--- src/rtl/ndf_pkg.sv ---
// ----------------------------------------------------------------------------
// Netstring deframer package
// Shared widths, character codes, phase codes and error codes.
// ----------------------------------------------------------------------------
`default_nettype none

package ndf_pkg;

  localparam int BYTE_W   = 8;
  localparam int LEN_W    = 24;
  localparam int ACC_W    = LEN_W + 1;
  localparam int PROD_W   = ACC_W + 4;
  localparam int DIGIT_W  = 4;
  localparam int ERR_W    = 3;
  localparam int PHASE_W  = 2;

  localparam logic [DIGIT_W-1:0] MAX_DIGITS = 4'd15;
  localparam logic [LEN_W-1:0]   MAX_LENGTH_RESET = 24'd65536;

  localparam logic [BYTE_W-1:0] CHAR_ZERO  = 8'h30;
  localparam logic [BYTE_W-1:0] CHAR_NINE  = 8'h39;
  localparam logic [BYTE_W-1:0] CHAR_COLON = 8'h3a;
  localparam logic [BYTE_W-1:0] CHAR_COMMA = 8'h2c;

  localparam logic [PHASE_W-1:0] PH_LENGTH = 2'd0;
  localparam logic [PHASE_W-1:0] PH_DATA   = 2'd1;
  localparam logic [PHASE_W-1:0] PH_COMMA  = 2'd2;
  localparam logic [PHASE_W-1:0] PH_FAILED = 2'd3;

  localparam logic [ERR_W-1:0] ERR_NONE       = 3'd0;
  localparam logic [ERR_W-1:0] ERR_TOO_MANY   = 3'd1;
  localparam logic [ERR_W-1:0] ERR_NO_COLON   = 3'd2;
  localparam logic [ERR_W-1:0] ERR_EMPTY_LEN  = 3'd3;
  localparam logic [ERR_W-1:0] ERR_TOO_LONG   = 3'd4;
  localparam logic [ERR_W-1:0] ERR_END_IN_DATA = 3'd5;
  localparam logic [ERR_W-1:0] ERR_NO_COMMA   = 3'd6;

  typedef struct packed {
    logic [BYTE_W-1:0] data_byte;
    logic              data_valid;
    logic              string_done;
    logic [LEN_W-1:0]  string_length;
    logic [ERR_W-1:0]  error_code;
  } result_t;

endpackage

`default_nettype wire

--- src/rtl/netstring_deframer_unit.sv ---
// ----------------------------------------------------------------------------
// Netstring deframer unit
// Splits a byte stream of back-to-back netstrings (length ':' data ',') into
// payload bytes, completion results and a single sticky error result.
// ----------------------------------------------------------------------------
//  channel  | handshake            | payload
//  ---------+----------------------+-----------------------------------------
//  input    | in_valid / in_ready  | byte_in, end_of_stream
//  result   | out_valid / out_ready| data_byte, data_valid, string_done,
//           |                      | string_length, error_code
//  config   | cfg_write            | cfg_data (max_length)
//
// One item per cycle sustained while the result register is not stalled. An item
// passes through the input register and then the result register.
// The parse step runs once per item between the two registers.
// A stalled result register holds the input register; in_ready then drops.
// Reset sets max_length to 65536 and the parser to the length phase.
// ----------------------------------------------------------------------------
`default_nettype none

module netstring_deframer_unit
  import ndf_pkg::*;
(
  input  wire logic              clk,
  input  wire logic              rst,
  input  wire logic              in_valid,
  output logic                   in_ready,
  input  wire logic [BYTE_W-1:0] byte_in,
  input  wire logic              end_of_stream,
  output logic                   out_valid,
  input  wire logic              out_ready,
  output logic [BYTE_W-1:0]      data_byte,
  output logic                   data_valid,
  output logic                   string_done,
  output logic [LEN_W-1:0]       string_length,
  output logic [ERR_W-1:0]       error_code,
  input  wire logic              cfg_write,
  input  wire logic [LEN_W-1:0]  cfg_data
);

  logic [LEN_W-1:0]   max_length;

  logic               s1_valid;
  logic [BYTE_W-1:0]  s1_byte;
  logic               s1_eos;
  logic               s1_advance;

  logic [PHASE_W-1:0] phase;
  logic [PHASE_W-1:0] phase_next;
  logic [DIGIT_W-1:0] digit_count;
  logic [DIGIT_W-1:0] digit_count_next;
  logic [ACC_W-1:0]   length_value;
  logic [ACC_W-1:0]   length_value_next;
  logic [ACC_W-1:0]   bytes_left;
  logic [ACC_W-1:0]   bytes_left_next;

  result_t            result;
  result_t            result_next;
  logic               emit;

  logic               is_digit;
  logic [PROD_W-1:0]  lv_ext;
  logic [PROD_W-1:0]  lv_prod;
  logic [ACC_W-1:0]   lv_sat;
  logic [ACC_W-1:0]   max_ext;
  logic [ACC_W-1:0]   bl_dec;

  assign s1_advance = s1_valid && (!out_valid || out_ready);
  assign in_ready   = !s1_valid || s1_advance;

  assign is_digit = !s1_eos && (s1_byte >= CHAR_ZERO) && (s1_byte <= CHAR_NINE);
  assign lv_ext   = {{(PROD_W-ACC_W){1'b0}}, length_value};
  assign lv_prod  = (lv_ext << 3) + (lv_ext << 1)
                  + {{(PROD_W-DIGIT_W){1'b0}}, s1_byte[DIGIT_W-1:0]};
  assign max_ext  = {1'b0, max_length};
  assign lv_sat   = (lv_prod > {{(PROD_W-ACC_W){1'b0}}, max_ext})
                  ? max_ext + {{(ACC_W-1){1'b0}}, 1'b1}
                  : lv_prod[ACC_W-1:0];
  assign bl_dec   = bytes_left - {{(ACC_W-1){1'b0}}, 1'b1};

  always_comb begin
    phase_next        = phase;
    digit_count_next  = digit_count;
    length_value_next = length_value;
    bytes_left_next   = bytes_left;
    emit              = 1'b0;
    result_next       = '0;
    unique case (phase)
      PH_LENGTH: begin
        if (is_digit) begin
          if (digit_count >= MAX_DIGITS) begin
            emit                   = 1'b1;
            result_next.error_code = ERR_TOO_MANY;
            phase_next             = PH_FAILED;
          end else begin
            digit_count_next  = digit_count + {{(DIGIT_W-1){1'b0}}, 1'b1};
            length_value_next = lv_sat;
          end
        end else if (s1_eos || s1_byte != CHAR_COLON) begin
          emit                   = 1'b1;
          result_next.error_code = ERR_NO_COLON;
          phase_next             = PH_FAILED;
        end else if (digit_count == '0) begin
          emit                   = 1'b1;
          result_next.error_code = ERR_EMPTY_LEN;
          phase_next             = PH_FAILED;
        end else if (length_value > max_ext) begin
          emit                   = 1'b1;
          result_next.error_code = ERR_TOO_LONG;
          phase_next             = PH_FAILED;
        end else begin
          bytes_left_next = length_value;
          phase_next      = (length_value == '0) ? PH_COMMA : PH_DATA;
        end
      end
      PH_DATA: begin
        emit = 1'b1;
        if (s1_eos) begin
          result_next.error_code = ERR_END_IN_DATA;
          phase_next             = PH_FAILED;
        end else begin
          bytes_left_next        = bl_dec;
          result_next.data_byte  = s1_byte;
          result_next.data_valid = 1'b1;
          if (bl_dec == '0) begin
            phase_next = PH_COMMA;
          end
        end
      end
      PH_COMMA: begin
        emit = 1'b1;
        if (s1_eos || s1_byte != CHAR_COMMA) begin
          result_next.error_code = ERR_NO_COMMA;
          phase_next             = PH_FAILED;
        end else begin
          result_next.string_done   = 1'b1;
          result_next.string_length = length_value[LEN_W-1:0];
          phase_next                = PH_LENGTH;
          digit_count_next          = '0;
          length_value_next         = '0;
          bytes_left_next           = '0;
        end
      end
      default: begin
        emit = 1'b0;
      end
    endcase
  end

  always_ff @(posedge clk) begin
    if (rst) begin
      max_length <= MAX_LENGTH_RESET;
    end else if (cfg_write) begin
      max_length <= cfg_data;
    end
  end

  always_ff @(posedge clk) begin
    if (rst) begin
      s1_valid <= 1'b0;
    end else if (in_ready) begin
      s1_valid <= in_valid;
    end
  end

  always_ff @(posedge clk) begin
    if (in_ready && in_valid) begin
      s1_byte <= byte_in;
      s1_eos  <= end_of_stream;
    end
  end

  always_ff @(posedge clk) begin
    if (rst) begin
      phase        <= PH_LENGTH;
      digit_count  <= '0;
      length_value <= '0;
      bytes_left   <= '0;
    end else if (s1_advance) begin
      phase        <= phase_next;
      digit_count  <= digit_count_next;
      length_value <= length_value_next;
      bytes_left   <= bytes_left_next;
    end
  end

  always_ff @(posedge clk) begin
    if (rst) begin
      out_valid <= 1'b0;
    end else if (s1_advance) begin
      out_valid <= emit;
    end else if (out_ready) begin
      out_valid <= 1'b0;
    end
  end

  always_ff @(posedge clk) begin
    if (s1_advance && emit) begin
      result <= result_next;
    end
  end

  assign data_byte     = result.data_byte;
  assign data_valid    = result.data_valid;
  assign string_done   = result.string_done;
  assign string_length = result.string_length;
  assign error_code    = result.error_code;

endmodule

`default_nettype wire
--- config.mk ---
export PLATFORM = sky130hd
export DESIGN_NAME = netstring_deframer_unit
export DESIGN_NICKNAME = d
export VERILOG_FILES = /design/src/rtl/ndf_pkg.sv /design/src/rtl/netstring_deframer_unit.sv
export SDC_FILE = /design/constraint.sdc
export NUM_CORES = 1
export LEC_CHECK = 0
export BUFFER_PORTS_ARGS = -buffer_cell sky130_fd_sc_hd__buf_2
export CORE_MARGIN = 2
export CORE_UTILIZATION = 28
export DETAILED_ROUTE_END_ITERATION = 12
export GPL_ROUTABILITY_DRIVEN = 0
export SLEW_MARGIN = 30
export SYNTH_ARGS = -nofsm -noshare
export SYNTH_HDL_FRONTEND = slang
export SYNTH_SLANG_ARGS = --single-unit
export TNS_END_PERCENT = 100
--- constraint.sdc ---
create_clock -name clk -period 4.1 [get_ports clk]
set_input_delay 0.41 -clock clk [delete_from_list [all_inputs] [get_ports clk]]
set_output_delay 0.41 -clock clk [all_outputs]
set_load 0.01 [all_outputs]
-- Word level (Yosys, flattened, before mapping)
Cells that the tools add are included.
- register bits: 128
- memory bits (writable): 0
- word-level logic and storage cells: 108
- bits in latches: 0
- output and inout port bits: 39
- memories: 0
- bits in read-only memories: 0
- multiply operators: 0
- order comparisons: 5
- shift operators: 0
- reductions and logical operators: 25
- mux-type cells: 43
- eq/ne operators: 14
- $add $sub $neg: 5
- bitwise logic cells: 2
- div/mod/pow operators: 0
- operators with widths (kind ; number):
    2-to-1 mux 25 bit ; 10
    one-hot mux 25 bit (3 select lines) ; 1
    zero test 25 bit ; 2
    one-hot mux 25 bit (2 select lines) ; 1
    adder 28 x 26 -> 29 bit ; 1
    adder 29 x 4 -> 29 bit ; 1
    greater-than comparator 29 x 24 -> 1 bit ; 1
    adder 24 x 1 -> 25 bit (second input constant) ; 1
    greater-than comparator 25 x 24 -> 1 bit ; 1
    subtractor 25 x 1 -> 25 bit (second input constant) ; 1
    2-to-1 mux 2 bit ; 9
    2-to-1 mux 3 bit ; 6
    inequality test 2 bit (second input constant) ; 8
    inequality test 8 x 6 -> 1 bit (second input constant) ; 2
    2-to-1 mux 4 bit ; 3
    2-to-1 mux 1 bit ; 9
    one-hot mux 3 bit (3 select lines) ; 1
    >= comparator 8 x 6 -> 1 bit (second input constant) ; 1
    <= comparator 8 x 6 -> 1 bit (second input constant) ; 1
    one-hot mux 4 bit (2 select lines) ; 1
    AND reduction 8 bit ; 1
    inequality test 3 bit (second input constant) ; 2
    one-hot mux 2 bit (3 select lines) ; 1
    OR reduction 2 bit ; 3
    other kinds (15) ; 26

-- Depth between registers and ports, before layout
Gate-level depths: netlist of run 1.
- depth in word-level cells: 7
- depth in mapped cells: 21
- gate-level depth less buffers: 19

-- Worst setup path before layout of run 1
No wires, ideal clock.
- path type: reg2reg
- from: reg s1_byte[3]
- to: reg length_value[1]
- required time: 4038 ps
- path buffers: 1
- path slack: -433 ps
- stages on the path, launching flop included: 19
- arrival: 4471 ps
- library setup time: 62 ps
- period minus slack after synthesis: 4533 ps
- path through: edfxtp_1 > inv_1 > fa_1 > inv_1 > fa_1 > a21o_1 > a221oi_2 > o21ba_2 > o21a_1 > o31ai_1 > xor2_1 > ha_1 > or3_1 > a221oi_1 > a31oi_1 > or3_1 > buf_2 > or4_1 > nand3_1
- cells in the longest elaborated chain, start to end: 6
- elaborated cells between the ends (all ways): 15
- classes of those cells: 1 x add/sub; 3 x order compare; 3 x eq/ne; 4 x mux; 4 x reduce/logical
- RTL lines (element ; RTL line ; text):
    start: declaration ; netstring_deframer_unit.sv:44 ; logic [BYTE_W-1:0] s1_byte;
    start signal: assignment ; netstring_deframer_unit.sv:168 ; s1_byte <= byte_in;
    adder 29 x 4 -> 29 bit ; netstring_deframer_unit.sv:74 ; + {{(PROD_W-DIGIT_W){1'b0}}, s1_byte[DIGIT_W-1:0]};
    greater-than comparator 29 x 24 -> 1 bit ; netstring_deframer_unit.sv:76 ; assign lv_sat = (lv_prod > {{(PROD_W-ACC_W){1'b0}}, max_ext})
    2-to-1 mux 25 bit ; netstring_deframer_unit.sv:77 ; ? max_ext + {{(ACC_W-1){1'b0}}, 1'b1}
    2-to-1 mux 25 bit ; netstring_deframer_unit.sv:91 ; if (digit_count >= MAX_DIGITS) begin
    2-to-1 mux 25 bit ; netstring_deframer_unit.sv:90 ; if (is_digit) begin
    one-hot mux 25 bit (2 select lines) ; netstring_deframer_unit.sv:88 ; unique case (phase)
    end signal: assignment ; netstring_deframer_unit.sv:182 ; length_value <= length_value_next;
    end: declaration ; netstring_deframer_unit.sv:52 ; logic [ACC_W-1:0] length_value;
Parallel ways exist; a longest one is shown, timed or not. The select of a mux whose other input is x is not followed.
A chain may end at the register's enable or synchronous reset.

-- Worst setup path after layout of run 1
- from: reg length_value[0]
- to: reg length_value[1]
- cells in the longest elaborated chain, start to end: 7
- RTL lines (element ; RTL line ; text):
    adder 28 x 26 -> 29 bit * ; netstring_deframer_unit.sv:73 ; assign lv_prod = (lv_ext << 3) + (lv_ext << 1)
    adder 29 x 4 -> 29 bit * ; netstring_deframer_unit.sv:74 ;
    greater-than comparator 29 x 24 -> 1 bit ; netstring_deframer_unit.sv:76 ;
    2-to-1 mux 25 bit * ; netstring_deframer_unit.sv:77 ;
    2-to-1 mux 25 bit * ; netstring_deframer_unit.sv:91 ;
    2-to-1 mux 25 bit * ; netstring_deframer_unit.sv:90 ;
    one-hot mux 25 bit (2 select lines) * ; netstring_deframer_unit.sv:88 ;
Mark *: on every way between the ends. The rest lies on a longest branch, timed or not. The select of a mux whose other input is x is not followed.

==> summary.txt, run 1 <==
peak supply drop: 0.000236 V
Inserted Clock Buffers: 17
delay of the slowest critical-path stage: 560 ps
first-pass detailed-route iteration total: 8
#FFs+latches synth: 128
first-pass GRT wire length: 50800 um
ys flop type: dfxtp_1
die width: 188 um
Overall Power: 0.00402 W
IO buf count: 76
Top delay family on crit path: simple AND/OR/NAND/NOR gates
Via-to-Cell Ratio: 5.40
CTS Hold Bufs: 0
crit path time final: 4710 ps
Critical path origin: length_value[0]$_SDFFE_PP0P_
# diodes: 0
Total Neg Setup Slack: -13380 ps
final wirelength: 32200 um
Total GRT Usage: 0.181
Slew @ Worst Pin: 1030 ps
Max-slew headroom: 0.314
RSZ-0062 raised after global routing: true
CP startpoint kind: register
crit-path cells: inv_2 > fa_1 > inv_2 > ha_1 > a211oi_2 > o21ai_2 > nand3_1 > nand3_1 > a221oi_2 > xnor2_1 > ha_1 > nand4_1 > nor4_2 > nand4_1 > o22ai_2 > a31oi_2 > or3_4 > buf_6 > or4_1 > nand3_1
post-route ant nets: 0
vias in the first global route: 9346
Util after Layout: 0.372
worst skew pair latency: 450 ps
starting density of the core: 0.284
crit-path most repeated cell: nand3_1
io pins: 77
Mean Syn Cell Area: 8.51 um^2
worst min path class: primary input to register
Period Utilization, post-route: 1.15
largest net degree at the start of global routing: 55
Max clock buf depth: 2
Iter 0 DRT Violations: 800
Layout Nets: 1471
P_leak: 5.43 nW
CP Max Fanout: 9
Cell variety after synth: 71
vias post-DR: 9644
Worst-path clk slew: 70 ps
gr ovfl total: 0
Clock Root Buffer: clkbuf_16
Worst Clk Skew: 15.8 ps
outcome: finished, violations left
CTS tree: done
kind of critical path: register to register
CP required: 4480 ps
Mapped Nets: 1265
power per standard cell area: 322 nW/um^2
die area: 35500 um^2
main area contributors after synthesis: dfxtp_1 (17%), edfxtp_1 (15%), ha_1 (14%)
CORE AREA: 33500 um^2
CP endpoint kind: register
H-tree depth: 4
Crit path arrival time: 5090 ps
most common cell after layout, fill and taps aside: buf_4
placed cell count: 1743
yosys warns: 0
die height: 188 um
synthesized instance count: 1119
Num Clock Sinks: 128
Finished Layout Cells: 1786
max cap viols: 0
final setup margin: -611 ps
Cell Area, Synth: 9530 um^2
CP max-delay cell: fa_1
drt wl/cell: 18.0 um
DP Wirelength: 24100 um
drc violations: 0
Fin. Hold Viols: 0
top achievable clock speed: 212 MHz
Final setup viols: 25
WP buf/inv: 3
register area share after synthesis: 0.317
failing checks: setup timing
hold path start: byte_in[6]
initial antenna violation count: 0
share of layout cells above drive strength 1: 0.255
Slew Viols, Final: 0
largest area contributor in the netlist: dfxtp_1
Synth top area share: 0.172
FFs w/ async S/R, synth: 0
Critical R2R Launch: length_value[0]$_SDFFE_PP0P_
most frequent cells in the layout: buf_4 (164), ha_1 (105), nor2_1 (95)
EDFF count, synth: 46
Layout area overhead: 31.1%
# rows: 67
what timing repair did:
action                                  CTS  global route
resized for setup                        22            28
pin swaps                                16             7
setup buffers                             7             4
cloned                                    2             0
endpoints found under the setup margin   25            25
worst reg2reg max path: cells and delay by family, from the launching register on:
family | cells | cell delay (ps)
and+or+nand+nor | 8 | 1750
xor gates and xnor gates | 1 | 150
adders and majority gates | 3 | 1190
DFF | 1 | 340
AOI/OAI and AO/OA | 5 | 970
buffers and inverters | 3 | 260
state kept, by name, indices dropped and copies added (netlist names):
register       count
bytes_left        25
data_byte          8
data_valid         1
digit_count        4
error_code         3
length_value      25
max_length        24
out_valid          1
phase              2
s1_byte            8
s1_eos             1
s1_valid           1
string_done        1
string_length     24
where the power goes:
part	switching, W	internal, W	total (W)
sequential	0.0000535	0.00140	0.00145
combinational	0.000629	0.000375	0.00100
clock	0.000685	0.000884	0.00157
Yosys cell counts, types with 4 or more instances:
cell,count
a2111oi_0,4
a211oi_1,9
a21o_1,14
a21oi_1,75
a22oi_1,4
a311oi_1,4
a31oi_1,31
a32oi_1,5
and2_1,26
and3_1,9
and4_1,4
buf_2,7
clkbuf_1,55
dfxtp_1,82
edfxtp_1,46
ha_1,106
inv_1,58
mux2i_1,27
nand2_1,82
nand2b_1,4
nand3_1,39
nand3b_1,5
nand4_1,20
nor2_1,95
nor2b_1,7
nor3_1,33
nor3b_1,5
nor4_1,48
o211ai_1,10
o21a_1,10
o21ai_0,30
o22ai_1,8
o31ai_1,35
o32ai_1,4
or2_2,4
or3_1,6
or4_1,4
xnor2_1,38
xor2_1,16
per-stage QoR:
stage          area [um^2]  setup slack [ps]  hold slack [ps]
2_1_floorplan         9580              -369              460
3_3_place_gp         11500              -579              480
3_5_place_dp         11500              -836              493
4_1_cts              12300              -540              135
5_1_grt              12500              -828              133
6_report             12500              -611              144
final timing paths:
check / to / slack (ps) / depth (start not counted)
worst max-delay path: length_value[1]$_SDFFE_PP0P_ / -610 / 20
worst max register to register: length_value[1]$_SDFFE_PP0P_ / -610 / 20
worst min register to register: bytes_left[19]$_SDFFE_PP0P_ / 510 / 2
worst min-delay path: s1_byte[6]$_DFFE_PP_ / 140 / 1
cell families (layout without fill, tap and decap cells):
| kind of cell | count (synthesis) | in the layout | share of synthesized area |
|---|---|---|---|
| compound gates | 282 | 282 | 0.199 |
| xor+xnor | 54 | 54 | 0.0497 |
| fa+ha+maj | 108 | 108 | 0.143 |
| buf+inv | 121 | 340 | 0.0486 |
| flops | 128 | 128 | 0.317 |
| mux | 28 | 28 | 0.0296 |
| simple gates | 398 | 398 | 0.212 |
layout make-up:
| type | count | area (um^2) |
|---|---|---|
| inverters | 59 | 221 |
| well taps | 448 | 561 |
| multi-input cells | 870 | 6340 |
| repair buffers | 249 | 1740 |
| flip-flops and latches | 128 | 3030 |
| fillers | 3444 | 21000 |
| clock buffers | 20 | 489 |
| clock inverters | 12 | 106 |
metal layers:
layer | routed length, um | part of all wire | vias to the layer above | track usage
met1 | 13800 | 0.43 | 4583 | 0.229
met5 | 0 | 0 | - | 0
li1 | - | - | 4620 | -
met3 | 2060 | 0.064 | 93 | 0.0361
met2 | 14400 | 0.45 | 348 | 0.283
met4 | 1920 | 0.060 | 0 | 0.113
No activity file was read; power rests on OpenSTA's default activity.
==> run 2: changes to the inputs <==
--- a/config.mk
+++ b/config.mk
@@ -7,9 +7,11 @@
 export LEC_CHECK = 0
 export BUFFER_PORTS_ARGS = -buffer_cell sky130_fd_sc_hd__buf_2
 export CORE_MARGIN = 2
-export CORE_UTILIZATION = 28
+export CORE_UTILIZATION = 56
 export DETAILED_ROUTE_END_ITERATION = 12
 export GPL_ROUTABILITY_DRIVEN = 0
+export PLACE_DENSITY = 0.78
+export SKIP_LAST_GASP = 1
 export SLEW_MARGIN = 30
 export SYNTH_ARGS = -nofsm -noshare
 export SYNTH_HDL_FRONTEND = slang
==> summary.txt, run 2 (same netlist as run 1, synthesis figures left out) <==
Clock Root Buffer: clkbuf_16
worst min path class: primary input to register
peak supply drop: 0.000331 V
vias in the first global route: 9523
Layout area overhead: 26.1%
Worst-path clk slew: 60 ps
share of layout cells above drive strength 1: 0.243
initial antenna violation count: 0
Worst Clk Skew: 12.6 ps
failing checks: setup timing
Fillers: 1204
Num Clock Sinks: 128
P_leak: 5.31 nW
Final setup viols: 25
footprint of the multi-input gates: 6390 um^2
starting density of the core: 0.574
gr ovfl total: 0
Layout Nets: 1445
die area: 18100 um^2
most common cell after layout, fill and taps aside: buf_4
delay of the slowest critical-path stage: 520 ps
CP Max Fanout: 6
top achievable clock speed: 209 MHz
Finished Layout Cells: 1532
# diodes: 0
RSZ-0062 raised after global routing: true
Util after Layout: 0.724
io pins: 77
largest net degree at the start of global routing: 55
CP endpoint kind: register
Overall Power: 0.00389 W
outcome: finished, violations left
CP startpoint kind: register
die width: 134 um
crit path time final: 4780 ps
drc violations: 0
DP Wirelength: 21800 um
Max-slew headroom: 0.187
max cap viols: 0
# rows: 47
most frequent cells in the layout: buf_4 (138), ha_1 (105), nor2_1 (95)
CORE AREA: 16600 um^2
first-pass GRT wire length: 48700 um
post-route ant nets: 0
Period Utilization, post-route: 1.17
CTS tree: done
IO buf count: 76
worst reg-to-reg path cell count: 20
worst skew pair latency: 420 ps
power per standard cell area: 324 nW/um^2
crit-path cells: inv_2 > fa_1 > inv_2 > fa_2 > a21o_1 > a221oi_2 > o21ba_2 > o21a_1 > o31ai_2 > xor2_1 > ha_1 > nand4_1 > nor4_2 > nand4_1 > o22ai_1 > a31oi_1 > or3_4 > buf_6 > or4_4 > nand3_2
H-tree depth: 4
Iter 0 DRT Violations: 1312
Via-to-Cell Ratio: 6.59
die height: 134 um
Min-Delay Path Depth: 1
final wirelength: 31700 um
Slew Viols, Final: 0
CTS Hold Bufs: 0
CP max-delay cell: fa_1
vias post-DR: 10100
DP Area: 11000 um^2
Largest regs: bytes_left x25, length_value x25
Inserted Clock Buffers: 17
drt wl/cell: 20.7 um
final setup margin: -679 ps
Total GRT Usage: 0.340
kind of critical path: register to register
Crit path arrival time: 5140 ps
first-pass detailed-route iteration total: 6
Slew @ Worst Pin: 1220 ps
Fin. Hold Viols: 0
Max clock buf depth: 2
Finished Cell Area: 12000 um^2
register area: 3030 um^2
placed cell count: 1489
CP required: 4460 ps
run 2: cell count changes in the layout (fill, tap and decap cells not counted), moves of 3 or more:
cell	previous run	this run
a31oi_1	26	30
a31oi_2	4	1
buf_4	164	138
clkinvlp_4	1	4
inv_6	6	3
nor4_1	31	28
nor4_4	8	12
run 2: repair_timing:
| action | CTS | global route |
|---|---|---|
| pin swaps | 14 | 9 |
| setup buffers | 6 | 5 |
| gates resized for setup | 32 | 28 |
| cloned | 1 | 0 |
| setup endpoints to repair | 25 | 25 |
run 2: critical path: cells and delay by family (launching register included):
kind	cells	cell delay [ps]
AND/OR/NAND/NOR	6	1480
adder cells (fa/ha/maj)	3	1200
AO/OA/AOI/OAI	7	1180
flip-flops	1	370
buffers and inverters	3	260
XOR/XNOR	1	210
run 2: metrics by stage:
stage,hold WS [ps],setup TNS [ps],setup WS [ps]
6_report,164,-13970,-679
5_1_grt,155,-17640,-787
4_1_cts,153,-7830,-402
3_5_place_dp,493,-15000,-715
3_3_place_gp,477,-11420,-569
2_1_floorplan,460,-7500,-369
run 2: path summary, 6_finish.rpt:
kind,start,endpoint,slack [ps]
setup / recovery,s1_byte[3]$_DFFE_PP_,length_value[1]$_SDFFE_PP0P_,-680
hold / removal,byte_in[4],s1_byte[4]$_DFFE_PP_,160
setup reg to reg,s1_byte[3]$_DFFE_PP_,length_value[1]$_SDFFE_PP0P_,-680
hold reg to reg,bytes_left[19]$_SDFFE_PP0P_,bytes_left[19]$_SDFFE_PP0P_,510
run 2: metal layers:
| layer | up-vias | wire (um) | track usage |
|---|---|---|---|
| li1 | 4560 | - | - |
| met1 | 4690 | 12800 | 0.457 |
| met2 | 668 | 13700 | 0.518 |
| met3 | 178 | 3420 | 0.0824 |
| met4 | 0 | 1800 | 0.161 |
| met5 | - | 0 | 0 |
run 2: where the power goes:
part | internal [W] | switching, W
clock network | 0.000817 | 0.000625
registers | 0.00140 | 0.0000566
logic | 0.000364 | 0.000629
run 2: cell type report:
cell class,instances,area share
Multi-Input combinational cell,870,0.532
Inverter,59,0.0184
Sequential cell,128,0.252
Timing Repair Buffer,223,0.129
Tap cell,220,0.0229
Clock inverter,13,0.00875
Clock buffer,19,0.0377
